==> src/rtl/assert_macros.svh <==
// Assertion macros shared by the RTL files.
// Needs a clock named clk and an active-low reset named rst_n in scope.
`ifndef ASSERT_MACROS_SVH
`define ASSERT_MACROS_SVH

// Property checked on every rising clk edge, off while in reset.
`define ASSERT_CLK(lbl, prop, msg) \
  lbl: assert property (@(posedge clk) disable iff (!rst_n) (prop)) else $error(msg);

// Next-cycle implication, off while in reset.
`define ASSERT_NEXT(lbl, ante, cons, msg) \
  lbl: assert property (@(posedge clk) disable iff (!rst_n) (ante) |=> (cons)) \
    else $error(msg);

`endif

==> src/rtl/rvie_ram.sv <==
// Generic RAM: one write port, one read port with registered read data.
// No dependencies.
`default_nettype none

module rvie_ram #(
  parameter int WIDTH = 64,
  parameter int DEPTH = 32
) (
  input  wire logic                     clk,
  input  wire logic                     wr_en,
  input  wire logic [$clog2(DEPTH)-1:0] wr_addr,
  input  wire logic [WIDTH-1:0]         wr_data,
  input  wire logic                     rd_en,
  input  wire logic [$clog2(DEPTH)-1:0] rd_addr,
  output logic      [WIDTH-1:0]         rd_data
);

  logic [WIDTH-1:0] mem [DEPTH];
  logic [WIDTH-1:0] rd_data_r;

  // Read returns the old contents on a same-address write
  always_ff @(posedge clk) begin
    if (wr_en) begin
      mem[wr_addr] <= wr_data;
    end
    if (rd_en) begin
      rd_data_r <= mem[rd_addr];
    end
  end

  assign rd_data = rd_data_r;

endmodule

`default_nettype wire

==> config.mk <==
export PLATFORM = sky130hd
export DESIGN_NAME = rvie_ram
export DESIGN_NICKNAME = d
export VERILOG_FILES = /design/src/rtl/assert_macros.svh /design/src/rtl/rvie_ram.sv
export SDC_FILE = /design/constraint.sdc
export NUM_CORES = 2
export LEC_CHECK = 0
export ABC_AREA = 0
export CORE_ASPECT_RATIO = 0.75
export CORE_UTILIZATION = 70
export CTS_BUF_LIST = sky130_fd_sc_hd__clkbuf_8
export CTS_CLUSTER_DIAMETER = 30
export DETAILED_ROUTE_END_ITERATION = 8
export DONT_BUFFER_PORTS = 1
export GPL_ROUTABILITY_DRIVEN = 0
export GPL_TIMING_DRIVEN = 1
export PLACE_DENSITY = 0.94
export SLEW_MARGIN = 20
export SYNTH_ARGS = -nofsm -noshare
export SYNTH_HDL_FRONTEND = slang
export SYNTH_SLANG_ARGS = --single-unit
==> constraint.sdc <==
create_clock -name clk -period 8.5 [get_ports clk]
set_input_delay 1.7 -clock clk [delete_from_list [all_inputs] [get_ports clk]]
set_output_delay 1.7 -clock clk [all_outputs]
set_load 0.005 [all_outputs]
==> reports/qor.yml <==
global_route:
  grt_use_total_pct: 37.7
  overflow: 0
  antenna_found_initial: 9
  grt_pass1_wl_um: 295000
  grt_pass1_vias: 39813
  grt_max_degree: 503
logic_synthesis:
  syn-num-nets: 3174
  yosysTopAreaCell: "edfxtp_1"
  yosys_warnings: 0
  postSynthCellCount: 3097
  yosys.area_share.xor_xnor_pct: 0
  ys_ff_latch: 2112
  synth_compound_area_share_pct: 0.462
  yosysUniqueCellTypes: 30
  muxShareOfSynthArea_pct: 18.6
  syn_area_um2: 79600
  synthAdderAreaFrac_pct: 0
  synth-simple-area-share_pct: 0.376
  yosysTopAreaCellShare_pct: 79.7
  avgSynthCellArea_um2: 25.7
  synth_top_family_by_area: "multiplexers"
  yosysSeqAreaShare_pct: 79.7
  ys_top_cells_by_area: "edfxtp_1 (80%), mux4_2 (17%), mux2_2 (1.0%)"
final_layout:
  multiInputGateArea_um2: 15700
  num-nets-final: 3405
  drive_above_1_share_pct: 33.4
  mostFrequentLayoutCells: "edfxtp_1 (2112), mux4_2 (602), clkbuf_8 (343), inv_1 (83), mux2_2 (74)"
  area_growth_pct: 10.2
  num-fill-cells: 4637
  finalNonFillerCells: 5076
  layout_commonest_cell: "edfxtp_1"
  seq_area_um2: 63400
clocking:
  cts.repair.resized: 0
  cts.sinks: 2112
  cts_root_buffer: "clkbuf_8"
  cts_tree: "built"
  clkTransAtPathRegs_ns: 0.07
  cts_setup_buffers: 0
  cts_max_path_buffers: 4
  clk_latency_ns: 1.02
  cts_buffers: 334
  cts-hold-fix-buffers: 0
  htreeDepth: 5
detailed_routing:
  routed_wirelength_um: 213000
  dr.pass1.iters: 8
  wl_per_cell_um: 41.9
  vias_per_cell: 7.64
  final_antenna_net_count: 0
  initialDrtViolationCount: 6904
  vias: 38788
  drc: 0
timing:
  drv_slew: 0
  relSlewSlack_pct: 18.0
  hold_ws_ns: 0.776
  fin_ws_ns: 4.73
  max_freq_mhz: 265
  final_hold_viol_count: 0
  worstMarginPinSlew_ns: 1.23
  rsz0062_at_grt: "false"
  finalCritPeriodShare_pct: 44.4
  skew_ns: 0.0655
  period_minus_slack_ns: 3.78
  setup_viol: 0
  fin_setup_tns_ns: 0
setup_path:
  cpLargestDelayFamily: "buffers and inverters"
  end_kind: "flop"
  slowest_stage: "buf_4"
  crit_type: "input port to flop"
  cp_common_cell: "buf_4"
  crit_buf_inv: 2
  rr_worst_depth: 3
  max_stage_delay_ns: 0.71
  crit_chain: "nand3b_1, nor2_4, buf_4, buf_4"
  crit_start: "wr_addr[0]"
  r2r_end: "rd_data[9]"
  critPathMaxFanout: 31
  worst-path-stages: 4
  r2r_slack_ns: 6.20
  worstPathRequired_ns: 9.09
  crit_path_start_kind: "input port"
  endpoint: "mem[6][10]"
  r2r-start: "mem[16][9]"
  arrival_ns: 4.36
die:
  coreArea_um2: 112000
  die_w_um: 391
  io_pins: 141
  initial_core_util_pct: 71.0
  die_area_um2: 115000
  row_count: 106
  die_h_um: 294
status:
  status: "finished, final reports clean"
job:
  maxCapViolCount: 0
placement:
  dp_cells: 4500
  place_ws_ns: 3.64
  dp_hpwl_um: 107000
  portBuffers: 0
pwr:
  p_comb_share_pct: 3.2
  p_leak_nw: 27.4
  seqPwrFrac_pct: 56.4
  pwr-share-clk_pct: 40.4
  cellPowerDensity_nw_per_um2: 236
  p_sw_share_pct: 21.0
  ir_drop_v: 0.000172
  p_sw_mw: 4.37
  p_int_mw: 16.4
worst_hold_path:
  hold_path.class: "input port to flop"
-- how the worst min path moves through the flow --
stage                      from     endpoint  slack, ns  depth (start not counted)
detailed placement   mem[4][11]  rd_data[11]       0.97                          3
global route         wr_data[2]    mem[3][2]       0.73                          0
floorplan           mem[20][25]  rd_data[25]       0.80                          4
global placement    mem[14][25]  rd_data[25]       0.91                          4
finish               wr_data[2]    mem[6][2]       0.78                          0
CTS                  wr_data[2]    mem[3][2]       0.72                          0
-- through the flow --
stage / instance area (µm²) / power [mW] / utilization (%)
final: 87700 / 20.7 / 78.3
after global routing: 87700 / 21.2 / 78.3
after CTS: 87600 / 20.7 / 78.2
after detailed placement: 81300 / 12.5 / 72.6
after global placement: 81300 / 12.5 / 72.6
after floorplan: 79600 / 12.5 / -
-- synthesized netlist by cell type (all sizes together) --
cell type and number:
and2 4, or3b 2, or3 1, o211ai 3
mux2 74, mux4 602, nor2b 4, o21ai 9
nand3b 5, nand2 3, o31a 3, o2bb2ai 3
o221ai 3, nand2b 2, nand3 2, inv 1
edfxtp 2112, o22ai 10, a22o 1, a211oi 3
buf 101, a22oi 3, a221oi 12, mux2i 38
clkbuf 55, nor2 41
-- power groups by stage --
stage | clock [mW] | combinational (mW) | sequential [mW]
final | 8.39 | 0.659 | 11.7
after global routing | 8.82 | 0.663 | 11.7
after CTS | 8.37 | 0.642 | 11.7
after detailed placement | 0 | 0.627 | 11.9
after global placement | 0 | 0.581 | 11.9
after floorplan | 0 | 0.582 | 11.9
-- cell families after synthesis --
group | count (synthesis)
flops | 2112
mux | 714
buf+inv | 157
simple gates | 64
compound gates | 50
-- routing by layer --
metal  global-route usage, %  part of all wire (%)  vias to the layer above  wire (µm)
met4                    18.8                   5.6                        8      11900
li1                        -                     -                    14040          -
met2                    59.0                    49                     4263     104000
met1                    51.1                    31                    19698      66500
met3                    9.02                    14                      779      30200
met5                       0                 0.024                        -         51
-- final cells by class --
class | instances | area share (%)
sequential | 2112 | 72.3
antenna | 4 | 0.0114
tap | 1512 | 2.16
clock inverter | 225 | 1.74
timing repair buffer | 51 | 0.523
inverter | 1 | 0.00428
clock buffer | 343 | 5.38
multi-input combinational | 828 | 17.9
-- sequential cells by signal, indices dropped and copies added, names as in the netlist --
register,count
rd_data,64
mem,2048
No activity file was read; power rests on OpenSTA's default activity.
