==> src/rtl/assert_macros.svh <==
// Assertion macros shared by the RTL files.
// Needs a clock named clk and an active-low reset named rst_n in scope.
`ifndef ASSERT_MACROS_SVH
`define ASSERT_MACROS_SVH

// Property checked on every rising clk edge, off while in reset.
`define ASSERT_CLK(lbl, prop, msg) \
  lbl: assert property (@(posedge clk) disable iff (!rst_n) (prop)) else $error(msg);

// Next-cycle implication, off while in reset.
`define ASSERT_NEXT(lbl, ante, cons, msg) \
  lbl: assert property (@(posedge clk) disable iff (!rst_n) (ante) |=> (cons)) \
    else $error(msg);

`endif

==> src/rtl/rvie_pkg.sv <==
// Shared types, constants and helpers for the RV64I integer execute block.
// No dependencies.
`default_nettype none

package rvie_pkg;

  localparam int XLEN          = 64;
  localparam int REG_IDX_W     = 5;
  localparam int IMM_W         = 21;
  localparam int CMD_W         = 6;
  localparam int REG_COUNT_DEF = 32;
  localparam logic [XLEN-1:0] PC_STEP = 64'd4;

  // Operation codes
  typedef enum logic [CMD_W-1:0] {
    CMD_ADDI  = 6'd0,
    CMD_SLTI,
    CMD_SLTIU,
    CMD_ANDI,
    CMD_ORI,
    CMD_XORI,
    CMD_SLLI,
    CMD_SRLI,
    CMD_SRAI,
    CMD_LUI,
    CMD_AUIPC,
    CMD_ADD,
    CMD_SLT,
    CMD_SLTU,
    CMD_AND,
    CMD_OR,
    CMD_XOR,
    CMD_SLL,
    CMD_SRL,
    CMD_SUB,
    CMD_SRA,
    CMD_JAL,
    CMD_JALR,
    CMD_BEQ,
    CMD_BNE,
    CMD_BLT,
    CMD_BLTU,
    CMD_BGE,
    CMD_BGEU,
    CMD_ADDIW,
    CMD_SLLIW,
    CMD_SRLIW,
    CMD_SRAIW,
    CMD_ADDW,
    CMD_SUBW,
    CMD_SLLW,
    CMD_SRLW,
    CMD_SRAW
  } cmd_t;

  // Execute result handed from the ALU to the top level
  typedef struct packed {
    logic [XLEN-1:0] value;
    logic [XLEN-1:0] npc;
    logic            writes;
    logic            bad;
  } alu_res_t;

  // Sign-extend a 32-bit word to XLEN
  function automatic logic [XLEN-1:0] sext32(input logic [31:0] v);
    return {{(XLEN-32){v[31]}}, v};
  endfunction

endpackage

`default_nettype wire

==> src/rtl/rvie_alu.sv <==
// Combinational execute logic: ALU, W forms, jumps, branches and next PC.
// Depends on rvie_pkg.
`default_nettype none

module rvie_alu import rvie_pkg::*; (
  input  wire logic [CMD_W-1:0] cmd,
  input  wire logic [XLEN-1:0]  op_a,
  input  wire logic [XLEN-1:0]  op_b,
  input  wire logic [IMM_W-1:0] imm,
  input  wire logic [XLEN-1:0]  pc,
  output alu_res_t              res
);

  logic [XLEN-1:0] i12;
  logic [XLEN-1:0] b13;
  logic [XLEN-1:0] j21;
  logic [XLEN-1:0] up;
  logic [XLEN-1:0] pc4;
  logic [XLEN-1:0] a_imm;
  logic            taken;

  // Immediate forms
  assign i12   = {{(XLEN-12){imm[11]}}, imm[11:0]};
  assign b13   = {{(XLEN-13){imm[12]}}, imm[12:0]};
  assign j21   = {{(XLEN-21){imm[20]}}, imm};
  assign up    = {{(XLEN-32){imm[19]}}, imm[19:0], 12'b0};
  assign pc4   = pc + PC_STEP;
  assign a_imm = op_a + i12;

  always_comb begin
    res.value  = '0;
    res.npc    = pc4;
    res.writes = 1'b1;
    res.bad    = 1'b0;
    taken      = 1'b0;
    case (cmd_t'(cmd))
      CMD_ADDI:  res.value = a_imm;
      CMD_SLTI:  res.value = {63'b0, $signed(op_a) < $signed(i12)};
      CMD_SLTIU: res.value = {63'b0, op_a < i12};
      CMD_ANDI:  res.value = op_a & i12;
      CMD_ORI:   res.value = op_a | i12;
      CMD_XORI:  res.value = op_a ^ i12;
      CMD_SLLI:  res.value = op_a << imm[5:0];
      CMD_SRLI:  res.value = op_a >> imm[5:0];
      CMD_SRAI:  res.value = $signed(op_a) >>> imm[5:0];
      CMD_LUI:   res.value = up;
      CMD_AUIPC: res.value = pc + up;
      CMD_ADD:   res.value = op_a + op_b;
      CMD_SLT:   res.value = {63'b0, $signed(op_a) < $signed(op_b)};
      CMD_SLTU:  res.value = {63'b0, op_a < op_b};
      CMD_AND:   res.value = op_a & op_b;
      CMD_OR:    res.value = op_a | op_b;
      CMD_XOR:   res.value = op_a ^ op_b;
      CMD_SLL:   res.value = op_a << op_b[5:0];
      CMD_SRL:   res.value = op_a >> op_b[5:0];
      CMD_SUB:   res.value = op_a - op_b;
      CMD_SRA:   res.value = $signed(op_a) >>> op_b[5:0];
      CMD_JAL: begin
        res.value = pc4;
        res.npc   = pc + j21;
      end
      CMD_JALR: begin
        res.value = pc4;
        res.npc   = {a_imm[XLEN-1:1], 1'b0};
      end
      CMD_BEQ: begin
        res.writes = 1'b0;
        taken      = (op_a == op_b);
      end
      CMD_BNE: begin
        res.writes = 1'b0;
        taken      = (op_a != op_b);
      end
      CMD_BLT: begin
        res.writes = 1'b0;
        taken      = $signed(op_a) < $signed(op_b);
      end
      CMD_BLTU: begin
        res.writes = 1'b0;
        taken      = op_a < op_b;
      end
      CMD_BGE: begin
        res.writes = 1'b0;
        taken      = !($signed(op_a) < $signed(op_b));
      end
      CMD_BGEU: begin
        res.writes = 1'b0;
        taken      = !(op_a < op_b);
      end
      // 32-bit forms, sign-extended from bit 31
      CMD_ADDIW: res.value = sext32(a_imm[31:0]);
      CMD_SLLIW: res.value = sext32(op_a[31:0] << imm[4:0]);
      CMD_SRLIW: res.value = sext32(op_a[31:0] >> imm[4:0]);
      CMD_SRAIW: res.value = sext32($signed(op_a[31:0]) >>> imm[4:0]);
      CMD_ADDW:  res.value = sext32(op_a[31:0] + op_b[31:0]);
      CMD_SUBW:  res.value = sext32(op_a[31:0] - op_b[31:0]);
      CMD_SLLW:  res.value = sext32(op_a[31:0] << op_b[4:0]);
      CMD_SRLW:  res.value = sext32(op_a[31:0] >> op_b[4:0]);
      CMD_SRAW:  res.value = sext32($signed(op_a[31:0]) >>> op_b[4:0]);
      default: begin
        res.bad    = 1'b1;
        res.writes = 1'b0;
        res.npc    = pc;
      end
    endcase
    if (taken) begin
      res.npc = pc + b13;
    end
    if (!res.writes) begin
      res.value = '0;
    end
  end

endmodule

`default_nettype wire

==> config.mk <==
export PLATFORM = sky130hd
export DESIGN_NAME = rvie_alu
export DESIGN_NICKNAME = d
export VERILOG_FILES = /design/src/rtl/assert_macros.svh /design/src/rtl/rvie_pkg.sv /design/src/rtl/rvie_alu.sv
export SDC_FILE = /design/constraint.sdc
export NUM_CORES = 2
export LEC_CHECK = 0
export ABC_AREA = 1
export BUFFER_PORTS_ARGS = -buffer_cell sky130_fd_sc_hd__buf_2
export CORE_MARGIN = 5
export CORE_UTILIZATION = 25
export DETAILED_ROUTE_END_ITERATION = 10
export PLACE_DENSITY_LB_ADDON = 0.15
export SLEW_MARGIN = 10
export SYNTH_ARGS = -nofsm -noshare
export SYNTH_HDL_FRONTEND = slang
export SYNTH_SLANG_ARGS = --single-unit
==> constraint.sdc <==
create_clock -name vclk -period 4.95
set_input_delay 0.495 -clock vclk [all_inputs]
set_output_delay 0.495 -clock vclk [all_outputs]
set_load 0.02 [all_outputs]
==> results.md <==
* Routed WL per cell at 37.1 um
* Number of sequential cells at 0
* Fin. max-slew vios at 0
* Worst-margin pin slew at 1.14 ns
* Layout cells sized above 1 at 0.151
* Final net count at 14,000
* Chip Width at 494 um
* Cell family with most CP delay: buffers and inverters
* Syn Inst Count at 12,097
* DRC violations left at 0
* Worst EP arrival at 4.52 ns
* Drt first pass iters at 9
* Area after DPL at 74,200 um2
* # IOs at 349
* Syn_nets at 12,741
* Worst EP required at 4.45 ns
* Global-route wire length before repair at 792,000 um
* Crit end category: output port
* Max Freq at 199 MHz
* Most used cell, CP: buf_4
* Crit path time final at 5.01 ns
* Failing checks: negative setup slack
* Remaining Overflow, GRT at 0
* Final setup fails at 11
* Slew HR at 0.233
* Post-CTS Hold Fix Bufs at 0
* Post-synthesis sequential area ratio at 0
* CP max FO at 25
* Commonest cells after routing, fill and taps aside: nand2_1, nand3_1, buf_4
* Final Cycle Share at 1.01
* Initial antenna violation count at 87
* Most common cell after layout, fill and taps aside: nand2_1
* Crit path buf inv count at 9
* Hold Fails Final Rpt at 0
* Die ar. at 244,000 um2
* P_leak at 36.7 nW
* Vias in the first global route at 92,471
* Synth Warn # at 0
* Critical path type: primary input to output port
* Post-synth cell types at 60
* Sequential cell area at 0 um2
* Initial Util at 0.251
* Post-DP HPWL at 532,000 um
* Max VDD drop at 0.110 mV
* Gr usage total at 0.472
* Std-Cell Rows at 177
* Slowest stage delay, CP at 0.33 ns
* Worst Hold Class: primary input to output port
* Mean Syn Cell Area at 4.83 um2
* Post-Route WL at 613,000 um
* Status: complete, but fails checks
* Area Growth Syn to Fin at 27.6%
* RSZ-0062 raised after global routing: no
* Largest net degree at the start of global routing at 80
* Mapped Area at 58,500 um2
* Max-cap viol count at 0
* Slowest-stage cell, CP: buf_4
* Input/output buffers at 349
* Detail Route Antenna Nets at 0
* DR iter-0 viols at 12,697
* Clock buffer count at 0
* Critical path cell sequence: buf_2 -> buf_4 -> buf_4 -> ha_1 -> nand2_1 -> nor2_1 -> inv_1 -> nor2_1 -> inv_1 -> nor3_2 -> buf_4 -> nand3_4 -> nand3_2 -> a21oi_1 -> o21ai_0 -> buf_4 -> nand2_1 -> inv_1 -> nand4_1 -> buf_2
* GPL Wtd Cong at 1.12
* Worst setup margin at -0.0629 ns
* DP Worst Slack at -0.794 ns
* Die H at 494 um
* Pwr per Cell Area at 146 nW/um2
* Routed vias at 97,502
* Post-route cell area at 74,600 um2
* Post-DR vias/cell at 5.90
* Core ar. at 233,000 um2
* Startpoint types: primary input
-- report_power, final --
group / internal (mW) / switching (mW)
clock: 0.000000976 / 0
combinational: 3.16 / 7.71
sequential: 0 / 0
total: 3.16 / 7.71
-- layer usage --
| layer | up-vias | GRT usage | routed length [um] |
|---|---|---|---|
| met2 | 6253 | 0.747 | 263000 |
| met5 | - | 0 | 303 |
| met4 | 42 | 0.427 | 71400 |
| met3 | 1931 | 0.110 | 57000 |
| met1 | 46228 | 0.528 | 221000 |
| li1 | 43048 | - | - |
-- cells in the mapped netlist (162+ instances only) --
cell      count  area [um2]
nand2_1    3592       13500
nand3_1    1643        8220
o211ai_1    180        1350
inv_1      1229        4610
ha_1        420        5260
clkbuf_1    272        1020
nor3_1      162         811
buf_2       168         841
nand4_1     215        1350
a21oi_1     792        3960
o21ai_0    1179        5900
nor2_1     1302        4890
-- timing repair --
action | in CTS | in global routing
pin swaps | 1 | 9
endpoints found under the setup margin | 71 | 60
gates cloned | 0 | 3
resized for setup | 24 | 46
setup buffers | 0 | 4
-- cell type report --
class              instances  area, um2
diodes                    49        123
multi-input cells      10294      51700
repair buffers          1804      14200
inverters               1256       4720
fillers                28266     158000
well taps               3132       3920
-- stage by stage --
stage               power [mW]  hold WS, ns   util  setup TNS (ns)  instances
floorplan                 4.80         1.18      -               0      12097
global placement          10.4         1.73  0.319          -17.26      16478
detailed placement        10.3         1.72  0.319          -15.17      16479
CTS                       10.4         1.73  0.319               0      16479
finish                    10.9         1.76  0.321          -0.388      16535
global route              11.2         1.76  0.320               0      16503
-- cells by family (layout without fill, tap and decap cells) --
logic type / Yosys count / in the layout / synth area share
other: 0 / 49 / 0
multiplexers: 25 / 25 / 0.00428
AND/OR/NAND/NOR: 7116 / 7116 / 0.515
adder cells (fa/ha/maj): 425 / 425 / 0.0916
AO/OA/AOI/OAI: 2575 / 2577 / 0.243
buffers and inverters: 1805 / 3060 / 0.123
XOR/XNOR: 151 / 151 / 0.0226
-- worst min-delay path, stage by stage --
cell	delay, ns
buf_2	0.16
buf_4	0.16
nand3_1	0.07
nand2_1	0.15
buf_2	0.22
-- final timing paths --
path	endpoint	depth (start not counted)	start	slack [ns]
max	res[114]	20	imm[19]	-0.06
min	res[2]	5	pc[0]	1.76
(Power assumes the default switching activity.)
